`config.mk`:
```
export PLATFORM = sky130hd
export DESIGN_NAME = prime_modular_arith_unit
export DESIGN_NICKNAME = d
export VERILOG_FILES = /design/src/hw/rtl/pma_pkg.sv /design/src/hw/rtl/pma_mulmod.sv /design/src/hw/rtl/pma_divstep.sv /design/src/hw/rtl/prime_modular_arith_unit.sv
export VERILOG_INCLUDE_DIRS = /design/src /design/src/hw/rtl
export SDC_FILE = /design/constraint.sdc
export NUM_CORES = 2
export LEC_CHECK = 0
export BUFFER_PORTS_ARGS = -buffer_cell sky130_fd_sc_hd__buf_2
export CAP_MARGIN = 0
export CORE_UTILIZATION = 30
export CTS_BUF_LIST = sky130_fd_sc_hd__clkbuf_4 sky130_fd_sc_hd__clkbuf_8
export DETAILED_ROUTE_END_ITERATION = 16
export GPL_TIMING_DRIVEN = 0
export SLEW_MARGIN = 25
export SYNTH_ARGS = -nofsm -noshare
export SYNTH_HDL_FRONTEND = slang
export SYNTH_SLANG_ARGS = --single-unit
```
`constraint.sdc`:
```
create_clock -name clk -period 15.3 [get_ports clk]
set_clock_uncertainty 0.15 [all_clocks]
set_input_delay 2.295 -clock clk [delete_from_list [all_inputs] [get_ports clk]]
set_output_delay 2.295 -clock clk [all_outputs]
set_load 0.01 [all_outputs]
```
`src/hw/rtl/prime_modular_arith_unit_defines.svh`:
```
// Assertion macros for the files that check their own logic.
`ifndef PRIME_MODULAR_ARITH_UNIT_DEFINES_SVH
`define PRIME_MODULAR_ARITH_UNIT_DEFINES_SVH

// The consequent must hold in the same cycle as the antecedent.
`define PMA_ASSERT_SAME(lbl, ante, cons, msg) \
	lbl: assert property (@(posedge clk) disable iff (!arst_n) (ante) |-> (cons)) \
		else $error(msg);

// The consequent must hold in the cycle after the antecedent.
`define PMA_ASSERT_NEXT(lbl, ante, cons, msg) \
	lbl: assert property (@(posedge clk) disable iff (!arst_n) (ante) |=> (cons)) \
		else $error(msg);

`endif

```
`src/hw/rtl/pma_pkg.sv`:
```
package pma_pkg;
	localparam int DW = 30;
	localparam int CW = 32;
	localparam int EW = 63;
	localparam int FW = 3;

	localparam logic [FW-1:0] FN_ADD = 3'd0;
	localparam logic [FW-1:0] FN_SUB = 3'd1;
	localparam logic [FW-1:0] FN_MUL = 3'd2;
	localparam logic [FW-1:0] FN_DIV = 3'd3;
	localparam logic [FW-1:0] FN_POW = 3'd4;
	localparam logic [FW-1:0] FN_INV = 3'd5;

	typedef logic [DW-1:0] resid_t;
	typedef logic signed [CW-1:0] coef_t;

	typedef struct packed {
		logic busy;
		logic done;
	} unit_stat_t;
endpackage

```
`src/hw/rtl/pma_mulmod.sv`:
```
module pma_mulmod #(
	parameter int unsigned MODULUS = 998244353
) (
	input  logic                clk,
	input  logic                arst_n,
	input  logic                start,
	input  pma_pkg::resid_t     y,
	input  pma_pkg::resid_t     x,
	output pma_pkg::unit_stat_t stat,
	output pma_pkg::resid_t     prod
);
	import pma_pkg::*;

	localparam int CNTW = $clog2(DW);
	localparam logic [DW+1:0] M1 = (DW+2)'(MODULUS);
	localparam logic [DW+1:0] M2 = (DW+2)'(2 * MODULUS);

	resid_t y_q, x_q, acc_q;
	logic [CNTW-1:0] cnt_q;
	logic busy_q, done_q;
	logic [DW+1:0] t, nxt;

	always_comb begin
		t = {1'b0, acc_q, 1'b0} + (y_q[DW-1] ? {2'b00, x_q} : '0);
		if (t >= M2) begin
			nxt = t - M2;
		end else if (t >= M1) begin
			nxt = t - M1;
		end else begin
			nxt = t;
		end
	end

	always_ff @(posedge clk or negedge arst_n) begin
		if (!arst_n) begin
			busy_q <= 1'b0;
			done_q <= 1'b0;
			cnt_q  <= '0;
		end else begin
			done_q <= 1'b0;
			if (start) begin
				busy_q <= 1'b1;
				cnt_q  <= CNTW'(DW - 1);
			end else if (busy_q) begin
				if (cnt_q == '0) begin
					busy_q <= 1'b0;
					done_q <= 1'b1;
				end else begin
					cnt_q <= cnt_q - 1'b1;
				end
			end
		end
	end

	always_ff @(posedge clk) begin
		if (start) begin
			y_q   <= y;
			x_q   <= x;
			acc_q <= '0;
		end else if (busy_q) begin
			y_q   <= y_q << 1;
			acc_q <= nxt[DW-1:0];
		end
	end

	assign stat.busy = busy_q;
	assign stat.done = done_q;
	assign prod      = acc_q;
endmodule

```
`src/hw/rtl/pma_divstep.sv`:
```
module pma_divstep (
	input  logic                clk,
	input  logic                arst_n,
	input  logic                start,
	input  pma_pkg::resid_t     num,
	input  pma_pkg::resid_t     den,
	input  pma_pkg::coef_t      ca,
	input  pma_pkg::coef_t      cb,
	output pma_pkg::unit_stat_t stat,
	output pma_pkg::resid_t     rem,
	output pma_pkg::coef_t      tc
);
	import pma_pkg::*;

	localparam int CNTW = $clog2(DW);

	resid_t n_q, d_q, r_q;
	coef_t ca_q, cb_q, t_q;
	logic [CNTW-1:0] cnt_q;
	logic busy_q, done_q;
	logic [DW:0] rs, rn;
	logic ge;

	always_comb begin
		rs = {r_q, n_q[DW-1]};
		ge = rs >= {1'b0, d_q};
		rn = ge ? rs - {1'b0, d_q} : rs;
	end

	always_ff @(posedge clk or negedge arst_n) begin
		if (!arst_n) begin
			busy_q <= 1'b0;
			done_q <= 1'b0;
			cnt_q  <= '0;
		end else begin
			done_q <= 1'b0;
			if (start) begin
				busy_q <= 1'b1;
				cnt_q  <= CNTW'(DW - 1);
			end else if (busy_q) begin
				if (cnt_q == '0) begin
					busy_q <= 1'b0;
					done_q <= 1'b1;
				end else begin
					cnt_q <= cnt_q - 1'b1;
				end
			end
		end
	end

	always_ff @(posedge clk) begin
		if (start) begin
			n_q  <= num;
			d_q  <= den;
			r_q  <= '0;
			ca_q <= ca;
			cb_q <= cb;
			t_q  <= '0;
		end else if (busy_q) begin
			n_q <= n_q << 1;
			r_q <= rn[DW-1:0];
			t_q <= (t_q <<< 1) + (ge ? cb_q : '0);
		end
	end

	assign stat.busy = busy_q;
	assign stat.done = done_q;
	assign rem       = r_q;
	assign tc        = ca_q - t_q;
endmodule

```
`src/hw/rtl/prime_modular_arith_unit.sv`:
```
// Modular arithmetic unit: one item at a time, one result per item, modulo MODULUS. Both
// operands are first reduced on a bit-serial shift-add modular multiplier, which also does
// every product; a restoring divider that runs one quotient bit a cycle does each extended
// Euclid step. Add and sub follow the reduction directly, mul takes one product, pow one
// square per exponent bit up to its top one and one product per one bit, inverse Euclid
// steps until the remainder is zero, and div an inverse plus one product.
// The input is not ready while an item is in work.
module prime_modular_arith_unit #(
	parameter int unsigned MODULUS = 998244353
) (
	input  logic                        clk,
	input  logic                        arst_n,
	input  logic                        in_valid,
	output logic                        in_ready,
	input  logic [pma_pkg::FW-1:0]      func,
	input  logic [pma_pkg::DW-1:0]      operand_a,
	input  logic [pma_pkg::DW-1:0]      operand_b,
	input  logic [pma_pkg::EW-1:0]      exponent,
	output logic                        out_valid,
	input  logic                        out_ready,
	output logic [pma_pkg::DW-1:0]      result
);
	import pma_pkg::*;

	localparam logic [3:0] S_IDLE  = 4'd0;
	localparam logic [3:0] S_RED_A = 4'd1;
	localparam logic [3:0] S_RED_B = 4'd2;
	localparam logic [3:0] S_DISP  = 4'd3;
	localparam logic [3:0] S_MUL   = 4'd4;
	localparam logic [3:0] S_POW_M = 4'd5;
	localparam logic [3:0] S_POW_S = 4'd6;
	localparam logic [3:0] S_EUC   = 4'd7;
	localparam logic [3:0] S_FIX   = 4'd8;
	localparam logic [3:0] S_DIV_M = 4'd9;
	localparam logic [3:0] S_DONE  = 4'd10;

	localparam logic [DW:0] MX = (DW+1)'(MODULUS);
	localparam coef_t MC = CW'(MODULUS);

	logic [3:0] state_q;
	logic launched_q, out_valid_q;
	logic [FW-1:0] func_q;
	resid_t a_q, b_q, acc_q, sq_q, ra_q, rb_q, res_q, result_q;
	coef_t ca_q, cb_q;
	logic [EW-1:0] e_q;

	logic mm_start, dv_start, mm_use;
	resid_t mm_y, mm_x, mm_prod, dv_rem;
	coef_t dv_tc, fixed;
	unit_stat_t mm_stat, dv_stat;
	logic [DW:0] sum, diff;
	logic [EW-1:0] e_sh;
	logic load_out;

	always_comb begin
		mm_use = 1'b1;
		mm_y   = a_q;
		mm_x   = b_q;
		case (state_q)
			S_RED_A: begin
				mm_y = a_q;
				mm_x = DW'(1);
			end
			S_RED_B: begin
				mm_y = b_q;
				mm_x = DW'(1);
			end
			S_MUL, S_DIV_M: begin
				mm_y = a_q;
				mm_x = b_q;
			end
			S_POW_M: begin
				mm_y   = acc_q;
				mm_x   = sq_q;
				mm_use = e_q[0];
			end
			S_POW_S: begin
				mm_y = sq_q;
				mm_x = sq_q;
			end
			default: begin
				mm_use = 1'b0;
			end
		endcase
		mm_start = mm_use && !launched_q;
		dv_start = (state_q == S_EUC) && (rb_q != '0) && !launched_q;
	end

	pma_mulmod #(.MODULUS(MODULUS)) u_mulmod (
		.clk   (clk),
		.arst_n(arst_n),
		.start (mm_start),
		.y     (mm_y),
		.x     (mm_x),
		.stat  (mm_stat),
		.prod  (mm_prod)
	);

	pma_divstep u_divstep (
		.clk   (clk),
		.arst_n(arst_n),
		.start (dv_start),
		.num   (ra_q),
		.den   (rb_q),
		.ca    (ca_q),
		.cb    (cb_q),
		.stat  (dv_stat),
		.rem   (dv_rem),
		.tc    (dv_tc)
	);

	always_comb begin
		sum  = {1'b0, a_q} + {1'b0, b_q};
		diff = {1'b0, a_q} - {1'b0, b_q};
		if (sum >= MX) begin
			sum = sum - MX;
		end
		if (a_q < b_q) begin
			diff = diff + MX;
		end
		if (ca_q < 0) begin
			fixed = ca_q + MC;
		end else if (ca_q >= MC) begin
			fixed = ca_q - MC;
		end else begin
			fixed = ca_q;
		end
		e_sh     = e_q >> 1;
		load_out = (state_q == S_DONE) && (!out_valid_q || out_ready);
	end

	always_ff @(posedge clk or negedge arst_n) begin
		if (!arst_n) begin
			state_q     <= S_IDLE;
			launched_q  <= 1'b0;
			out_valid_q <= 1'b0;
		end else begin
			if (load_out) begin
				out_valid_q <= 1'b1;
			end else if (out_ready) begin
				out_valid_q <= 1'b0;
			end
			if (mm_start || dv_start) begin
				launched_q <= 1'b1;
			end else if (mm_stat.done || dv_stat.done) begin
				launched_q <= 1'b0;
			end
			case (state_q)
				S_IDLE: begin
					if (in_valid) begin
						state_q <= S_RED_A;
					end
				end
				S_RED_A: begin
					if (mm_stat.done) begin
						state_q <= S_RED_B;
					end
				end
				S_RED_B: begin
					if (mm_stat.done) begin
						state_q <= S_DISP;
					end
				end
				S_DISP: begin
					case (func_q)
						FN_MUL: state_q <= S_MUL;
						FN_DIV, FN_INV: state_q <= S_EUC;
						FN_POW: state_q <= (e_q == '0) ? S_DONE : S_POW_M;
						default: state_q <= S_DONE;
					endcase
				end
				S_MUL, S_DIV_M: begin
					if (mm_stat.done) begin
						state_q <= S_DONE;
					end
				end
				S_POW_M: begin
					if (!e_q[0] || mm_stat.done) begin
						state_q <= S_POW_S;
					end
				end
				S_POW_S: begin
					if (mm_stat.done) begin
						state_q <= (e_sh == '0) ? S_DONE : S_POW_M;
					end
				end
				S_EUC: begin
					if (rb_q == '0) begin
						state_q <= S_FIX;
					end
				end
				S_FIX: begin
					state_q <= (func_q == FN_DIV) ? S_DIV_M : S_DONE;
				end
				S_DONE: begin
					if (load_out) begin
						state_q <= S_IDLE;
					end
				end
				default: begin
					state_q <= S_IDLE;
				end
			endcase
		end
	end

	always_ff @(posedge clk) begin
		if (load_out) begin
			result_q <= res_q;
		end
		case (state_q)
			S_IDLE: begin
				func_q <= func;
				a_q    <= operand_a;
				b_q    <= operand_b;
				e_q    <= exponent;
			end
			S_RED_A: begin
				if (mm_stat.done) begin
					a_q <= mm_prod;
				end
			end
			S_RED_B: begin
				if (mm_stat.done) begin
					b_q <= mm_prod;
				end
			end
			S_DISP: begin
				acc_q <= DW'(1);
				sq_q  <= a_q;
				ca_q  <= CW'(1);
				cb_q  <= '0;
				rb_q  <= DW'(MODULUS);
				ra_q  <= (func_q == FN_DIV) ? b_q : a_q;
				case (func_q)
					FN_ADD: res_q <= sum[DW-1:0];
					FN_SUB: res_q <= diff[DW-1:0];
					FN_POW: res_q <= DW'(1);
					default: res_q <= '0;
				endcase
			end
			S_MUL, S_DIV_M: begin
				if (mm_stat.done) begin
					res_q <= mm_prod;
				end
			end
			S_POW_M: begin
				if (mm_stat.done) begin
					acc_q <= mm_prod;
				end
			end
			S_POW_S: begin
				res_q <= acc_q;
				if (mm_stat.done) begin
					sq_q <= mm_prod;
					e_q  <= e_sh;
				end
			end
			S_EUC: begin
				if (dv_stat.done) begin
					ra_q <= rb_q;
					rb_q <= dv_rem;
					ca_q <= cb_q;
					cb_q <= dv_tc;
				end
			end
			S_FIX: begin
				res_q <= fixed[DW-1:0];
				b_q   <= fixed[DW-1:0];
			end
			default: begin
			end
		endcase
	end

	assign in_ready  = (state_q == S_IDLE);
	assign out_valid = out_valid_q;
	assign result    = result_q;

`include "prime_modular_arith_unit_defines.svh"

	`PMA_ASSERT_SAME(a_result_range, out_valid, 32'(result) < MODULUS, "result not reduced")
	`PMA_ASSERT_SAME(a_unit_free, mm_start || dv_start, !mm_stat.busy && !dv_stat.busy, "unit busy")
	`PMA_ASSERT_NEXT(a_accept_busy, in_valid && in_ready, !in_ready, "ready after accept")
	`PMA_ASSERT_SAME(a_euclid_rem, dv_stat.done, dv_rem < rb_q, "remainder too large")
endmodule

```
==> key figures <==
Timing
  • Relative slew slack: 14.5%
  • Setup Viol. Count Final: 0
  • Crit path time final: 8.31 ns
  • Fmax: 120 MHz
  • Pins Over Slew Limit: 0
  • Setup ws final: 6.99 ns
  • Unrepaired setup endpoints after global routing: no
  • Hold Vio Cnt, Final: 0
  • Least-Margin Pin Slew: roughly 1.3 ns
  • Setup TNS: 0 ns
  • Final period util: a little over half

Floorplan
  • Die Width: 373 um
  • Site row count: 135
  • CORE AREA: 136,000 um^2
  • Die Height: between 300 and 400 um
  • Io pins: 162
  • Die ar.: 139,000 um^2
  • Starting density of the core: 30.3%

Setup path
  • Crit-path max cell delay: 0.65 ns
  • Critical path required time: 15.85 ns
  • Worst-path fanout max: 10
  • CP startpoint kind: flip-flop
  • Crit-path slowest cell: a2111oi_0
  • CP most frequent cell: a21oi_1
  • Critical Path AT: 8.86 ns
  • Worst Setup Path Type: reg -> reg
  • Crit. End Element: flip-flop

Detailed routing
  • # DRC: 0
  • Routed WL per cell: 24.1 um
  • Total wire length: 156 mm
  • Via count: around 36,000
  • Antenna-violating nets left: 0
  • DR iter-0 viols: slightly below 5,000
  • Initial DRT Pass Iterations: 9
  • Vias per Instance: between 5 and 6

Placement
  • Pre-CTS setup slack: 7.29 ns
  • Gpl congestion: roughly 1
  • Hpwl dp: 122 mm
  • IO Port Bufs: ~160

Logic synthesis
  • Post-Syn Instances: 4,284
  • Area contributors post-synth: edfxtp_1, ha_1, nand2_1
  • Syn Area/Cell: 9.63 um^2
  • Yosys top cell area share: 40.3%
  • Post-synth EDFFs: 554
  • Fraction of registers with async set/reset: 3.00%
  • Synthesis-stage register bit count: 666
  • Post-Syn Nets: between 4,000 and 5,000
  • Post-synth design cell area: 41,200 um^2
  • Synth Flop Type: edfxtp_1
  • Area leader, netlist: edfxtp_1
  • Sequential area share after synthesis: between 40% and 50%
  • YS warnings: 0
  • Distinct cells, synth: 117

Global routing
  • Largest net degree at the start of global routing: 50
  • GRT Resource Usage Total: between 20 and 25%
  • Initial antenna violation count: 7
  • GRT Residual Overflow: 0
  • First-pass GRT wire length: about 230 mm
  • Number of global-route vias before repair: 33,800

CTS
  • CTS-repair resized insts: 0
  • Clock root cell: clkbuf_8
  • CTS tree: yes
  • Post-CTS setup buffers: 0
  • Hold buffer count at CTS: 0
  • Clock slew at reported path FFs: 0.07 ns
  • Sink Count: about 670
  • TritonCTS buffer count: 111
  • CTS Buffer Depth: 3
  • Htree depth: 3
  • Clock Latency Late Sink: 0.80 ns

Power and ir drop
  • Leakage: 17.8 nW
  • P per Cell Area: 223 nW/um^2
  • Worst VDD drop: 92.6 uV

Cells and area
  • Nets: about 5,000
  • FILL cells: approximately 14,000
  • P&R area growth vs syn: 14.0%
  • Multi-input gate area: 20,800 um^2
  • Layout cells sized above 1: 11.5%
  • Register Area: 19,000 um^2

Run
  • Max-cap violation count: 0

Hold path
  • Min-Delay Path Class: reg -> reg

Status
  • Status: complete, no violations
[state kept, by name (all words and copies together), names as in the netlist, 32 cells and up]
name / cells
u_divstep.ca_q: 32
cb_q: 32
ca_q: 32
u_divstep.cb_q: 32
e_q: 63
u_divstep.t_q: 32
[metal layers]
metal	vias to the layer above	global-route usage, %	share of wire (%)	wire length [um]
met4	6	6.07	3.0	4670
met1	17600	30.9	44	68400
met5	-	0	0.027	42
met2	1762	31.9	42	66000
met3	245	5.47	11	16800
li1	16500	-	-	-
[worst paths after layout]
path	endpoint	from	cells past startpoint	slack, ns
max in group asynchronous	launched_q	arst_n	1	13.12
min in group asynchronous	u_mulmod.cnt_q[2]	arst_n	1	1.38
max reg2reg	u_divstep.t_q[31]	u_divstep.d_q[1]	28	6.99
min	result[27]	res_q[27]	0	0.26
max	u_divstep.t_q[31]	u_divstep.d_q[1]	28	6.99
min reg2reg	result[27]	res_q[27]	0	0.26
[logic make-up (layout without fill, tap and decap cells)]
logic type	after synthesis	after routing	share of synthesized area, %
buffers and inverters	423	814	3.94
muxes	57	57	1.48
adders and majority gates	201	201	6.21
DFF	666	666	46.0
other	0	2	0
AOI/OAI and AO/OA	1059	1059	18.2
xor gates and xnor gates	223	223	4.80
and+or+nand+nor	1655	1655	19.4
[cell type report]
type / instances / area share, %
clock inverter: 51 / 0.695
sequential: 666 / 40.4
inverter: 203 / 1.62
clock buffer: 157 / 4.18
multi-input combinational: 3195 / 44.2
timing repair buffer: 183 / 2.38
antenna: 2 / 0.0106
tap: 1781 / 4.74
buffer: 220 / 1.84
[per-stage QoR]
stage | total power (W) | hold slack (ns) | cell area (um^2) | utilization (%) | instances
2_1_floorplan | 0.00676 | 0.250 | 41200 | - | 4284
3_3_place_gp | 0.00857 | 0.255 | 44300 | 32.6 | 6226
3_5_place_dp | 0.00862 | 0.255 | 44700 | 32.9 | 6248
4_1_cts | 0.0103 | 0.266 | 47000 | 34.6 | 6456
5_1_grt | 0.0110 | 0.277 | 47000 | 34.6 | 6458
6_report | 0.0105 | 0.264 | 47000 | 34.6 | 6458
[critical path, delay by kind of cell, from the launching register on]
kind | cells | cell delay (ns)
AO/OA/AOI/OAI | 16 | 4.61
AND/OR/NAND/NOR | 5 | 0.96
buffers and inverters | 3 | 0.88
adder cells (fa/ha/maj) | 3 | 0.84
flip-flops | 1 | 0.42
XOR/XNOR | 1 | 0.36
[power breakdown]
group | switching, W | internal (W) | leakage, nW | total [W]
sequential | 0.000568 | 0.00270 | 6.15 | 0.00327
combinational | 0.00362 | 0.00192 | 10.5 | 0.00554
clock | 0.000775 | 0.000881 | 1.21 | 0.00166
total | 0.00497 | 0.00550 | 17.8 | 0.0105
[cell usage after synthesis (all sizes together), types with 43 or more instances]
library cell	instances
nor4	46
nand4	46
and3	64
ha	195
o21ai	214
clkbuf	188
edfxtp	554
nand2	632
xor2	70
nand3	87
nor2	317
nor3	95
a21o	73
inv	202
a21oi	223
or3	43
dfxtp	92
xnor2	152
and2	135
a222oi	54
a31oi	79
[placed cells by master, fill, tap and decap left out, types with 25 or more instances in the layout]
cell type	count
nand4_1	45
a21oi_1	218
xor2_1	68
and2_1	135
ha_1	195
mux2i_1	25
a31oi_1	79
mux2_2	32
a22o_1	30
nor4_1	40
o21bai_1	25
buf_2	183
a222oi_1	54
clkbuf_1	184
nor3_1	88
o21a_1	29
edfxtp_1	554
a211oi_1	36
inv_1	201
dfxtp_1	92
nor2b_1	42
clkbuf_8	126
o211ai_1	27
xnor2_1	152
clkinv_1	25
nand2b_1	41
nor2_1	315
and3_1	64
a21o_1	70
nand3_1	86
or2_2	26
or3_1	43
nand2_1	630
clkbuf_4	31
o21ai_0	205
No activity file was read; power rests on OpenSTA's default activity.
